File: src/hw/rtl/slotsch_pkg.sv
// Shared types and codes of the slot event scheduler.
package slotsch_pkg;

  localparam logic OP_SCHED = 1'b0;
  localparam logic OP_CHECK = 1'b1;

  localparam logic [1:0] KIND_SCHED    = 2'd0;
  localparam logic [1:0] KIND_FULL     = 2'd1;
  localparam logic [1:0] KIND_FIRED    = 2'd2;
  localparam logic [1:0] KIND_NONE_DUE = 2'd3;

  typedef struct packed {
    logic        op;
    logic [31:0] now;
    logic [31:0] target;
    logic [7:0]  tag;
  } cmd_t;

  typedef enum logic [1:0] {
    ST_IDLE,
    ST_SCAN,
    ST_DONE
  } back_state_t;

endpackage

File: src/hw/rtl/slotsch_front.sv
// Request intake: computes the target time and queues requests for the back end.
module slotsch_front
  import slotsch_pkg::*;
(
  input  logic        clk,
  input  logic        rst_n,
  input  logic        start,
  output logic        busy,
  input  logic        in_opcode,
  input  logic [31:0] in_now_cycle,
  input  logic [31:0] in_delay,
  input  logic [7:0]  in_event_tag,
  output logic        cmd_valid,
  output cmd_t        cmd,
  input  logic        cmd_pop
);

  cmd_t       q_r [2];
  logic       wr_ptr_r, wr_ptr_nxt;
  logic       rd_ptr_r, rd_ptr_nxt;
  logic [1:0] cnt_r, cnt_nxt;
  logic       push;
  cmd_t       cmd_in;

  assign busy      = (cnt_r == 2'd2);
  assign push      = start && !busy;
  assign cmd_valid = (cnt_r != 2'd0);
  assign cmd       = q_r[rd_ptr_r];

  always_comb begin
    cmd_in.op     = in_opcode;
    cmd_in.now    = in_now_cycle;
    cmd_in.target = (in_opcode == OP_SCHED) ? (in_now_cycle + in_delay) : 32'd0;
    cmd_in.tag    = in_event_tag;
    wr_ptr_nxt    = push ? !wr_ptr_r : wr_ptr_r;
    rd_ptr_nxt    = cmd_pop ? !rd_ptr_r : rd_ptr_r;
    cnt_nxt       = cnt_r + {1'b0, push} - {1'b0, cmd_pop};
  end

  always_ff @(posedge clk) begin
    if (!rst_n) begin
      wr_ptr_r <= 1'b0;
      rd_ptr_r <= 1'b0;
      cnt_r    <= 2'd0;
    end else begin
      wr_ptr_r <= wr_ptr_nxt;
      rd_ptr_r <= rd_ptr_nxt;
      cnt_r    <= cnt_nxt;
    end
  end

  always_ff @(posedge clk) begin
    if (push) begin
      q_r[wr_ptr_r] <= cmd_in;
    end
  end

endmodule

File: src/hw/rtl/slotsch_back.sv
// Slot table with schedule and scan-and-fire sequencer driving the result strobe.
module slotsch_back
  import slotsch_pkg::*;
#(
  parameter int SLOTS = 8
) (
  input  logic        clk,
  input  logic        rst_n,
  input  logic        cmd_valid,
  input  cmd_t        cmd,
  output logic        cmd_pop,
  output logic        out_valid,
  output logic [1:0]  out_kind,
  output logic [2:0]  out_slot,
  output logic [7:0]  out_fired_tag,
  output logic [31:0] out_lateness,
  output logic        out_last
);

  localparam int IW = $clog2(SLOTS);

  typedef struct packed {
    logic [IW-1:0] slot;
    logic [7:0]    tag;
    logic [31:0]   late;
  } pend_t;

  back_state_t      state_r, state_nxt;
  logic [SLOTS-1:0] active_r, active_nxt;
  logic [31:0]      target_r [SLOTS];
  logic [7:0]       tag_r [SLOTS];
  cmd_t             cur_r, cur_nxt;
  logic [IW-1:0]    idx_r, idx_nxt;
  pend_t            pend_r, pend_nxt;
  logic             pend_v_r, pend_v_nxt;
  logic             wr_en;
  logic             free_found;
  logic [IW-1:0]    free_idx;
  logic [32:0]      diff;
  logic             due;

  logic             out_valid_r, out_valid_nxt;
  logic [1:0]       out_kind_r, out_kind_nxt;
  logic [2:0]       out_slot_r, out_slot_nxt;
  logic [7:0]       out_tag_r, out_tag_nxt;
  logic [31:0]      out_late_r, out_late_nxt;
  logic             out_last_r, out_last_nxt;

  assign out_valid     = out_valid_r;
  assign out_kind      = out_kind_r;
  assign out_slot      = out_slot_r;
  assign out_fired_tag = out_tag_r;
  assign out_lateness  = out_late_r;
  assign out_last      = out_last_r;

  always_comb begin
    free_found = 1'b0;
    free_idx   = '0;
    for (int i = SLOTS - 1; i >= 0; i--) begin
      if (!active_r[i]) begin
        free_found = 1'b1;
        free_idx   = IW'(i);
      end
    end
  end

  // One subtractor per scan step; its borrow is the unsigned compare.
  assign diff = {1'b0, cur_r.now} - {1'b0, target_r[idx_r]};
  assign due  = active_r[idx_r] && !diff[32];

  always_comb begin
    state_nxt     = state_r;
    active_nxt    = active_r;
    cur_nxt       = cur_r;
    idx_nxt       = idx_r;
    pend_nxt      = pend_r;
    pend_v_nxt    = pend_v_r;
    cmd_pop       = 1'b0;
    wr_en         = 1'b0;
    out_valid_nxt = 1'b0;
    out_kind_nxt  = out_kind_r;
    out_slot_nxt  = out_slot_r;
    out_tag_nxt   = out_tag_r;
    out_late_nxt  = out_late_r;
    out_last_nxt  = out_last_r;
    unique case (state_r)
      ST_IDLE: begin
        if (cmd_valid) begin
          cmd_pop = 1'b1;
          cur_nxt = cmd;
          if (cmd.op == OP_SCHED) begin
            out_valid_nxt = 1'b1;
            out_tag_nxt   = 8'd0;
            out_late_nxt  = 32'd0;
            out_last_nxt  = 1'b1;
            if (free_found) begin
              wr_en                = 1'b1;
              active_nxt[free_idx] = 1'b1;
              out_kind_nxt         = KIND_SCHED;
              out_slot_nxt         = 3'(free_idx);
            end else begin
              out_kind_nxt = KIND_FULL;
              out_slot_nxt = 3'd0;
            end
          end else begin
            idx_nxt    = '0;
            pend_v_nxt = 1'b0;
            state_nxt  = ST_SCAN;
          end
        end
      end
      ST_SCAN: begin
        if (due) begin
          active_nxt[idx_r] = 1'b0;
          if (pend_v_r) begin
            out_valid_nxt = 1'b1;
            out_kind_nxt  = KIND_FIRED;
            out_slot_nxt  = 3'(pend_r.slot);
            out_tag_nxt   = pend_r.tag;
            out_late_nxt  = pend_r.late;
            out_last_nxt  = 1'b0;
          end
          pend_nxt.slot = idx_r;
          pend_nxt.tag  = tag_r[idx_r];
          pend_nxt.late = diff[31:0];
          pend_v_nxt    = 1'b1;
        end
        if (idx_r == IW'(SLOTS - 1)) begin
          state_nxt = ST_DONE;
        end else begin
          idx_nxt = idx_r + 1'b1;
        end
      end
      ST_DONE: begin
        out_valid_nxt = 1'b1;
        out_last_nxt  = 1'b1;
        if (pend_v_r) begin
          out_kind_nxt = KIND_FIRED;
          out_slot_nxt = 3'(pend_r.slot);
          out_tag_nxt  = pend_r.tag;
          out_late_nxt = pend_r.late;
        end else begin
          out_kind_nxt = KIND_NONE_DUE;
          out_slot_nxt = 3'd0;
          out_tag_nxt  = 8'd0;
          out_late_nxt = 32'd0;
        end
        state_nxt = ST_IDLE;
      end
      default: begin
        state_nxt = ST_IDLE;
      end
    endcase
  end

  always_ff @(posedge clk) begin
    if (!rst_n) begin
      state_r     <= ST_IDLE;
      active_r    <= '0;
      pend_v_r    <= 1'b0;
      out_valid_r <= 1'b0;
    end else begin
      state_r     <= state_nxt;
      active_r    <= active_nxt;
      pend_v_r    <= pend_v_nxt;
      out_valid_r <= out_valid_nxt;
    end
  end

  always_ff @(posedge clk) begin
    cur_r      <= cur_nxt;
    idx_r      <= idx_nxt;
    pend_r     <= pend_nxt;
    out_kind_r <= out_kind_nxt;
    out_slot_r <= out_slot_nxt;
    out_tag_r  <= out_tag_nxt;
    out_late_r <= out_late_nxt;
    out_last_r <= out_last_nxt;
    if (wr_en) begin
      target_r[free_idx] <= cmd.target;
      tag_r[free_idx]    <= cmd.tag;
    end
  end

endmodule

File: src/hw/rtl/slot_event_scheduler.sv
// Top level of the timed event slot table scheduler.
//
//   channel | ports                          | handshake
//   --------+--------------------------------+-------------------------------
//   request | in_opcode, in_now_cycle,       | taken when start is high and
//           | in_delay, in_event_tag         | busy is low
//   result  | out_kind, out_slot,            | out_valid strobe, one cycle
//           | out_fired_tag, out_lateness,   | per result, out_last marks the
//           | out_last                       | final result of a request
//
// A schedule request is queued, popped by the back end once idle, and its result registered.
// A check request occupies the back end through ST_SCAN and ST_DONE: one slot compare per
// cycle through a single 33-bit subtractor, then the final result from ST_DONE.
// Reset clears the active flags at once; there is no clearing pass.
// A two-entry queue sits between intake and back end; busy is high while it is full.
module slot_event_scheduler
  import slotsch_pkg::*;
#(
  parameter int SLOTS = 8
) (
  input  logic        clk,
  input  logic        rst_n,
  input  logic        start,
  output logic        busy,
  input  logic        in_opcode,
  input  logic [31:0] in_now_cycle,
  input  logic [31:0] in_delay,
  input  logic [7:0]  in_event_tag,
  output logic        out_valid,
  output logic [1:0]  out_kind,
  output logic [2:0]  out_slot,
  output logic [7:0]  out_fired_tag,
  output logic [31:0] out_lateness,
  output logic        out_last
);

  logic cmd_valid;
  logic cmd_pop;
  cmd_t cmd;

  slotsch_front u_front (
    .clk          (clk),
    .rst_n        (rst_n),
    .start        (start),
    .busy         (busy),
    .in_opcode    (in_opcode),
    .in_now_cycle (in_now_cycle),
    .in_delay     (in_delay),
    .in_event_tag (in_event_tag),
    .cmd_valid    (cmd_valid),
    .cmd          (cmd),
    .cmd_pop      (cmd_pop)
  );

  slotsch_back #(
    .SLOTS (SLOTS)
  ) u_back (
    .clk           (clk),
    .rst_n         (rst_n),
    .cmd_valid     (cmd_valid),
    .cmd           (cmd),
    .cmd_pop       (cmd_pop),
    .out_valid     (out_valid),
    .out_kind      (out_kind),
    .out_slot      (out_slot),
    .out_fired_tag (out_fired_tag),
    .out_lateness  (out_lateness),
    .out_last      (out_last)
  );

endmodule

File: config.mk
export PLATFORM = sky130hd
export DESIGN_NAME = slot_event_scheduler
export DESIGN_NICKNAME = d
export VERILOG_FILES = /design/src/hw/rtl/slotsch_pkg.sv /design/src/hw/rtl/slotsch_front.sv /design/src/hw/rtl/slotsch_back.sv /design/src/hw/rtl/slot_event_scheduler.sv
export SDC_FILE = /design/constraint.sdc
export NUM_CORES = 1
export LEC_CHECK = 0
export ABC_CLOCK_PERIOD_IN_PS = 8600
export BUFFER_PORTS_ARGS = -buffer_cell sky130_fd_sc_hd__buf_4
export CAP_MARGIN = 20
export CORE_ASPECT_RATIO = 1.25
export CORE_MARGIN = 10
export CORE_UTILIZATION = 60
export DETAILED_ROUTE_END_ITERATION = 7
export HOLD_SLACK_MARGIN = 0.05
export PLACE_DENSITY = 0.74
export SLEW_MARGIN = 20
export SYNTH_ARGS = -nofsm -noshare
export SYNTH_HDL_FRONTEND = slang
export SYNTH_SLANG_ARGS = --single-unit
File: constraint.sdc
create_clock -name clk -period 8.6 [get_ports clk]
set_input_delay 0.43 -clock clk [delete_from_list [all_inputs] [get_ports clk]]
set_output_delay 0.43 -clock clk [all_outputs]
set_load 0.1 [all_outputs]
==> flow_summary.yaml, run 1 <==
outcome:
  status: "complete, no violations"
die:
  core.rowCount: 84
  num_io_pins: 124
  start_util_pct: 60.8
  die-area_mm2: 0.0516
  die_h_um: 251
  die_w_um: 205
  fp.coreArea_mm2: 0.0423
sta:
  drv_slew: 0
  setup_viol: 0
  post-route-min-period_ns: 4.98
  whs_ns: 0.132
  final_hold_viol_count: 0
  min_period_over_period_pct: 57.9
  worst_slew_pin_slew_ns: 0.943
  setup_tns_ns: 0
  rsz0062_at_grt: "no"
  slew_headroom_pct: 37.1
  clock_skew_ns: 0.0159
  fmax_mhz: 201
logic_synthesis:
  synth_top_area_share_pct: 68.9
  synth.avg_cell_area_um2: 16.9
  ys_warn_count: 0
  yosysTopAreaCell: "edfxtp_1"
  syn_area_mm2: 0.0257
  synthArstFlopShare_pct: 0
  ys.flop_type: "edfxtp_1"
  yosysMostFrequentCell: "edfxtp_1"
  synth_commonest_cells: "590 x edfxtp_1, 82 x mux2_2, 74 x nor2_1, 71 x ha_1, 68 x mux4_2"
  netlist_top_cells_area: "edfxtp_1 69%, mux4_2 6.0%, mux2_2 3.6%"
  synth_edf_count: 590
  synthesis.nets: 1673
  synthCells: 1524
  seq_area_frac_synth_pct: 70.5
  yosysUniqueCellTypes: 67
  synth-seq-cells: 610
detailed_routing:
  drc: 0
  first_pass_iters: 7
  wirelength_um: 55400
  drtIter0Drc: 1046
  vias: 14200
  vias_per_cell: 6.11
  drt-wirelength-per-cell_um: 23.9
  postRouteAntennaNets: 0
clock_tree:
  cts_buffers: 54
  ctsResizeCount: 0
  postCtsHoldBufs: 40
  clk_latency_ns: 0.58
  path_clk_slew_ns: 0.07
  cts_tree: "built"
  cts_sinks: 610
  postCtsSetupBuffers: 0
  cts_max_path_buffers: 3
  htreeDepth: 2
  cts_root_buffer: "clkbuf_16"
placement:
  io_buffers: 123
  dpl_cell_area_mm2: 0.0274
  place_hpwl_um: 34400
  gp_congestion: 0.874
worst_setup_path:
  worst_ep_arrival_time_ns: 5.19
  end_kind: "flip-flop"
  worstSetupPathType: "reg2reg"
  worstPathMaxFanout: 64
  worstPathRequired_ns: 8.81
  worstRegToRegCells: 12
  start_kind: "flip-flop"
global_routing:
  grt_pass1_vias: 14400
  grt_pass1_wl_um: 84400
  antenna_found_initial: 0
  grtUsageTotal_pct: 21.4
  grt-ovfl-total: 0
  grt_max_degree: 65
job:
  max_cap_violations: 0
power:
  leakage_nw: 10.2
  pwr-share-comb_pct: 39.3
  seqPwrFrac_pct: 39.8
  ir_drop_mv: 0.307
  internal-power_w: 0.00697
  report.power.total_w: 0.0111
  power.switching_w: 0.00414
  pwr_density_cell_mw_per_mm2: 376
  switching_share_pct: 37.3
  clockPowerShare_pct: 20.9
layout:
  nNetsFinal: 1868
  multiInputGateArea_mm2: 0.00735
  stdcell_area_mm2: 0.0295
  areaGrowthSynthToFinish_pct: 14.9
  drive_above_1_share_pct: 23.3
  post-route-util_pct: 69.9
  n_antenna_cell: 0
  seq_area_mm2: 0.0181
  n_fill_cell: 2746
hold_path:
  hold_depth: 3
  hp-class: "in2reg"
==> cell usage in the layout (no fill, tap or decap), types with 8 or more instances in the layout <==
cell and instances:
dlygate4sd3_1 40, a21o_1 22, dfxtp_1 16, xnor2_1 34
o21ai_0 45, nor3_1 19, o21ai_1 11, o21bai_1 8
mux2_2 82, clkinv_2 12, clkbuf_16 55, nand3_1 11
a31oi_1 11, nor2b_1 11, xor2_1 25, nor2_1 69
nand2b_1 14, buf_4 148, edfxtp_1 590, a221oi_1 16
ha_1 71, mux4_2 68, clkbuf_1 14, inv_1 33
nand4_1 10, a21oi_1 59, o21a_1 10, mux2i_1 34
nand2_1 50, and2_1 50, o211ai_1 8, a211oi_1 14
==> sequential cells by signal, summed over array words and instances, names as in the netlist, 2 cells and up, named ones only <==
name / flops
u_back.tag_r: 64
u_back.idx_r: 3
u_front.cnt_r: 2
u_front.q_r: 146
u_back.out_kind: 2
u_back.out_fired_tag: 8
u_back.target_r: 256
u_back.state_r: 2
u_back.active_r: 8
u_back.pend_r: 43
u_back.out_slot: 3
u_back.cur_r: 32
u_back.out_lateness: 32
==> logic make-up (layout without fill, tap and decap cells) <==
logic type      after synthesis  count (layout)  share of synthesized area (%)
simple gates                267             267                           5.21
buf+inv                      83             321                           1.22
flops                       610             610                           70.5
compound gates              248             248                           6.58
mux                         184             184                           10.9
fa+ha+maj                    73              73                           3.61
xor+xnor                     59              59                           2.01
==> routing by layer <==
layer	GRT usage, %	vias to the layer above	wire (um)
met5	0	-	0
met4	6.50	0	1360
met3	3.00	93	3250
met2	36.8	484	28500
met1	27.8	7185	22200
li1	-	6422	-
==> final timing paths <==
check,from,endpoint,slack (ns)
worst max register to register,flip-flop,u_back.out_lateness[14],3.62
worst min register to register,u_back.pend_r[11],u_back.out_lateness[11],0.51
worst max-delay path,flip-flop,u_back.out_lateness[14],3.62
worst min-delay path,rst_n,u_back.active_r[5],0.13
==> power by group through the flow <==
stage / sequential, W / clock [W] / combinational [W]
after floorplan: 0.00505 / 0 / 0.00264
after global placement: 0.00448 / 0 / 0.00423
after detailed placement: 0.00449 / 0 / 0.00432
after CTS: 0.00443 / 0.00236 / 0.00436
after global routing: 0.00447 / 0.00247 / 0.00470
final: 0.00442 / 0.00233 / 0.00436
==> cell type report <==
type                    count  area share (%)
clock inverters            25           0.712
flip-flops and latches    610            61.4
multi-input cells         831            24.9
repair buffers            188            5.12
inverters                  34           0.432
well taps                 559            2.37
clock buffers              74            5.07
==> through the flow <==
step | setup slack, ns | std cells
finish | 3.62 | 2321
global route | 3.32 | 2321
CTS | 3.29 | 2321
detailed placement | 3.34 | 2182
global placement | 3.43 | 2182
floorplan | 1.51 | 1524
==> worst max-delay path, stage by stage (launching register included) <==
cell and delay [ns]:
dfxtp_4 0.97, mux4_2 0.43, mux2_2 0.28, ha_1 0.21, fa_1 0.41, nand2b_1 0.20, a21oi_2 0.18, o2111ai_2 0.22
a31oi_4 0.29, a31oi_4 0.17, o31a_4 0.42, o31ai_1 0.19, and2_4 0.59
No activity file was read; power rests on OpenSTA's default activity.
==> run 2: changes to the inputs <==
--- a/config.mk
+++ b/config.mk
@@ -5,15 +5,15 @@
 export SDC_FILE = /design/constraint.sdc
 export NUM_CORES = 1
 export LEC_CHECK = 0
-export ABC_CLOCK_PERIOD_IN_PS = 8600
+export ABC_CLOCK_PERIOD_IN_PS = 4480
 export BUFFER_PORTS_ARGS = -buffer_cell sky130_fd_sc_hd__buf_4
 export CAP_MARGIN = 20
 export CORE_ASPECT_RATIO = 1.25
 export CORE_MARGIN = 10
-export CORE_UTILIZATION = 60
+export CORE_UTILIZATION = 55
 export DETAILED_ROUTE_END_ITERATION = 7
 export HOLD_SLACK_MARGIN = 0.05
-export PLACE_DENSITY = 0.74
+export PLACE_DENSITY = 0.71
 export SLEW_MARGIN = 20
 export SYNTH_ARGS = -nofsm -noshare
 export SYNTH_HDL_FRONTEND = slang
==> constraint.sdc (replaced) <==
create_clock -name clk -period 4.48 [get_ports clk]
set_input_delay 0.224 -clock clk [delete_from_list [all_inputs] [get_ports clk]]
set_output_delay 0.224 -clock clk [all_outputs]
set_load 0.1 [all_outputs]
==> run 2 against run 1 <==
Via count about the same. Cell count up 1.8%. Sequential power is 90% higher. Non-clock buffer count up 11. First-iteration DRC count up 4.2%. Critical path depth rose by 1. Sequential share of layout area fell by 0.56 points. Worst hold slack worse by 0.037 ns. Die area up 8.3%. Power grew 95%. Critical path type unchanged.
==> flow_summary.yaml, run 2 (synthesized netlist as in run 1, its figures left out) <==
layout:
  multiInputGateArea_mm2: 0.00739
  seq_area_mm2: 0.0181
  nNetsFinal: 1880
  layout_commonest_cell: "edfxtp_1"
  top_regs: "u_back.target_r (256), u_front.q_r (146), u_back.tag_r (64)"
  n_antenna_cell: 0
  largest_register_ffs: 256
  stdcell_area_mm2: 0.0298
  n_fill_cell: 3188
  top_register: "u_back.target_r"
  mostFrequentLayoutCells: "590 x edfxtp_1, 154 x buf_4, 82 x mux2_2"
  areaGrowthSynthToFinish_pct: 15.9
  drive_above_1_share_pct: 23.6
sta:
  post-route-min-period_ns: 4.27
  min_period_over_period_pct: 95.4
  setup_viol: 0
  rsz0062_at_grt: "no"
  slew_headroom_pct: 35.1
  clock_skew_ns: 0.0122
  fmax_mhz: 234
  drv_slew: 0
  worst_slew_pin_slew_ns: 0.974
  worst_slack_ns: 0.207
  setup_tns_ns: 0
  final_hold_viol_count: 0
power:
  seqPwrFrac_pct: 38.7
  report.power.total_w: 0.0217
  power.switching_w: 0.00808
  pwr_density_cell_mw_per_mm2: 728
  switching_share_pct: 37.2
  internal-power_w: 0.0136
  pwr-share-comb_pct: 39.9
  clockPowerShare_pct: 21.4
  ir_drop_mv: 0.461
  leakage_nw: 10.3
detailed_routing:
  postRouteAntennaNets: 0
  vias_per_cell: 6.01
  wirelength_um: 55400
  first_pass_iters: 5
  drt-wirelength-per-cell_um: 23.5
  drtIter0Drc: 1090
  vias: 14200
  drc: 0
clock_tree:
  cts_buffers: 55
  path_clk_slew_ns: 0.06
  postCtsSetupBuffers: 0
  cts_max_path_buffers: 3
  cts_root_buffer: "clkbuf_16"
  cts_tree: "built"
  clk_latency_ns: 0.59
  htreeDepth: 2
  cts_sinks: 610
hold_path:
  hold_depth: 4
  hp-class: "in2reg"
placement:
  preCtsSetupSlack_ns: 0.258
  place_hpwl_um: 34900
  gp_congestion: 0.869
  dpl_cell_area_mm2: 0.0276
  io_buffers: 123
outcome:
  status: "complete, no violations"
worst_setup_path:
  worstSetupPathType: "reg2reg"
  worstPathRequired_ns: 4.75
  worstPathMaxFanout: 18
  worst_ep_arrival_time_ns: 4.54
  start_kind: "flip-flop"
  worstRegToRegCells: 13
  end_kind: "flip-flop"
global_routing:
  antenna_found_initial: 0
  grt_max_degree: 64
  grt-ovfl-total: 0
  grt_pass1_wl_um: 84100
  grt_pass1_vias: 14400
  grtUsageTotal_pct: 19.8
die:
  start_util_pct: 55.6
  die_w_um: 213
  die-area_mm2: 0.0558
  fp.coreArea_mm2: 0.0462
  core.rowCount: 88
  die_h_um: 262
  num_io_pins: 124
job:
  max_cap_violations: 0
==> run 2: changes by cell type in the layout (fill, tap and decap cells not counted), moves of 2 or more <==
| cell | change |
|---|---|
| bufinv_16 | +3 |
| clkbuf_1 | +3 |
| inv_6 | +2 |
| clkinv_1 | +2 |
| nor4_2 | -2 |
| nor3_4 | +3 |
| buf_12 | +3 |
| buf_4 | +6 |
| clkinv_2 | -3 |
| nor4_4 | +2 |
| clkbuf_8 | -3 |
| nor3_2 | -3 |
==> run 2: cell type report <==
| class | count | area share, % |
|---|---|---|
| Tap cell | 585 | 2.46 |
| Inverter | 34 | 0.428 |
| Clock buffer | 74 | 4.93 |
| Sequential cell | 610 | 60.8 |
| Multi-Input combinational cell | 831 | 24.8 |
| Clock inverter | 29 | 1.04 |
| Timing Repair Buffer | 199 | 5.50 |
==> run 2: layer usage <==
| layer | share of wire [%] | wire [um] | track usage (%) |
|---|---|---|---|
| met5 | 0 | 0 | 0 |
| met3 | 6.0 | 3330 | 2.71 |
| met4 | 2.9 | 1630 | 6.69 |
| met1 | 41 | 22500 | 26.0 |
| met2 | 51 | 28000 | 33.7 |
==> run 2: worst paths after layout <==
path,startpoint,endpoint,slack [ns]
hold reg to reg,u_back.pend_r[5],u_back.out_lateness[5],0.51
setup / recovery,flip-flop,u_back.out_lateness[6],0.21
setup reg to reg,flip-flop,u_back.out_lateness[6],0.21
hold / removal,start,u_front.wr_ptr_r,0.09
==> run 2: power groups by stage <==
stage | clock, W | sequential (W) | combinational (W)
floorplan | 0 | 0.00967 | 0.00512
global placement | 0 | 0.00850 | 0.00845
detailed placement | 0 | 0.00852 | 0.00859
finish | 0.00464 | 0.00840 | 0.00864
CTS | 0.00472 | 0.00841 | 0.00866
global route | 0.00494 | 0.00848 | 0.00928
==> run 2: worst max-delay path, stage by stage (launching register included) <==
cell and delay, ns:
dfxtp_4 0.43, mux4_2 0.51, mux2_2 0.27, ha_1 0.21, fa_1 0.41, nand2b_1 0.20
a21oi_2 0.16, o2111ai_2 0.19, a31oi_4 0.32, a31oi_4 0.16, o31a_4 0.35, o31ai_1 0.19
and2_2 0.23, buf_4 0.29
==> run 2: metrics by stage <==
step / hold WS (ns) / util (%) / instances
global route: 0.153 / 64.4 / 2362
finish: 0.0948 / 64.4 / 2362
CTS: 0.0699 / 64.4 / 2362
detailed placement: 0.413 / 59.7 / 2218
global placement: 0.411 / 59.7 / 2218
floorplan: 0.323 / - / 1524
==> run 2: timing repair <==
action / CTS / global route
endpoints found under the hold margin: 86 / 0
resized for setup: 0 / 1
setup endpoints to repair: 0 / 18
hold buffers: 41 / 0
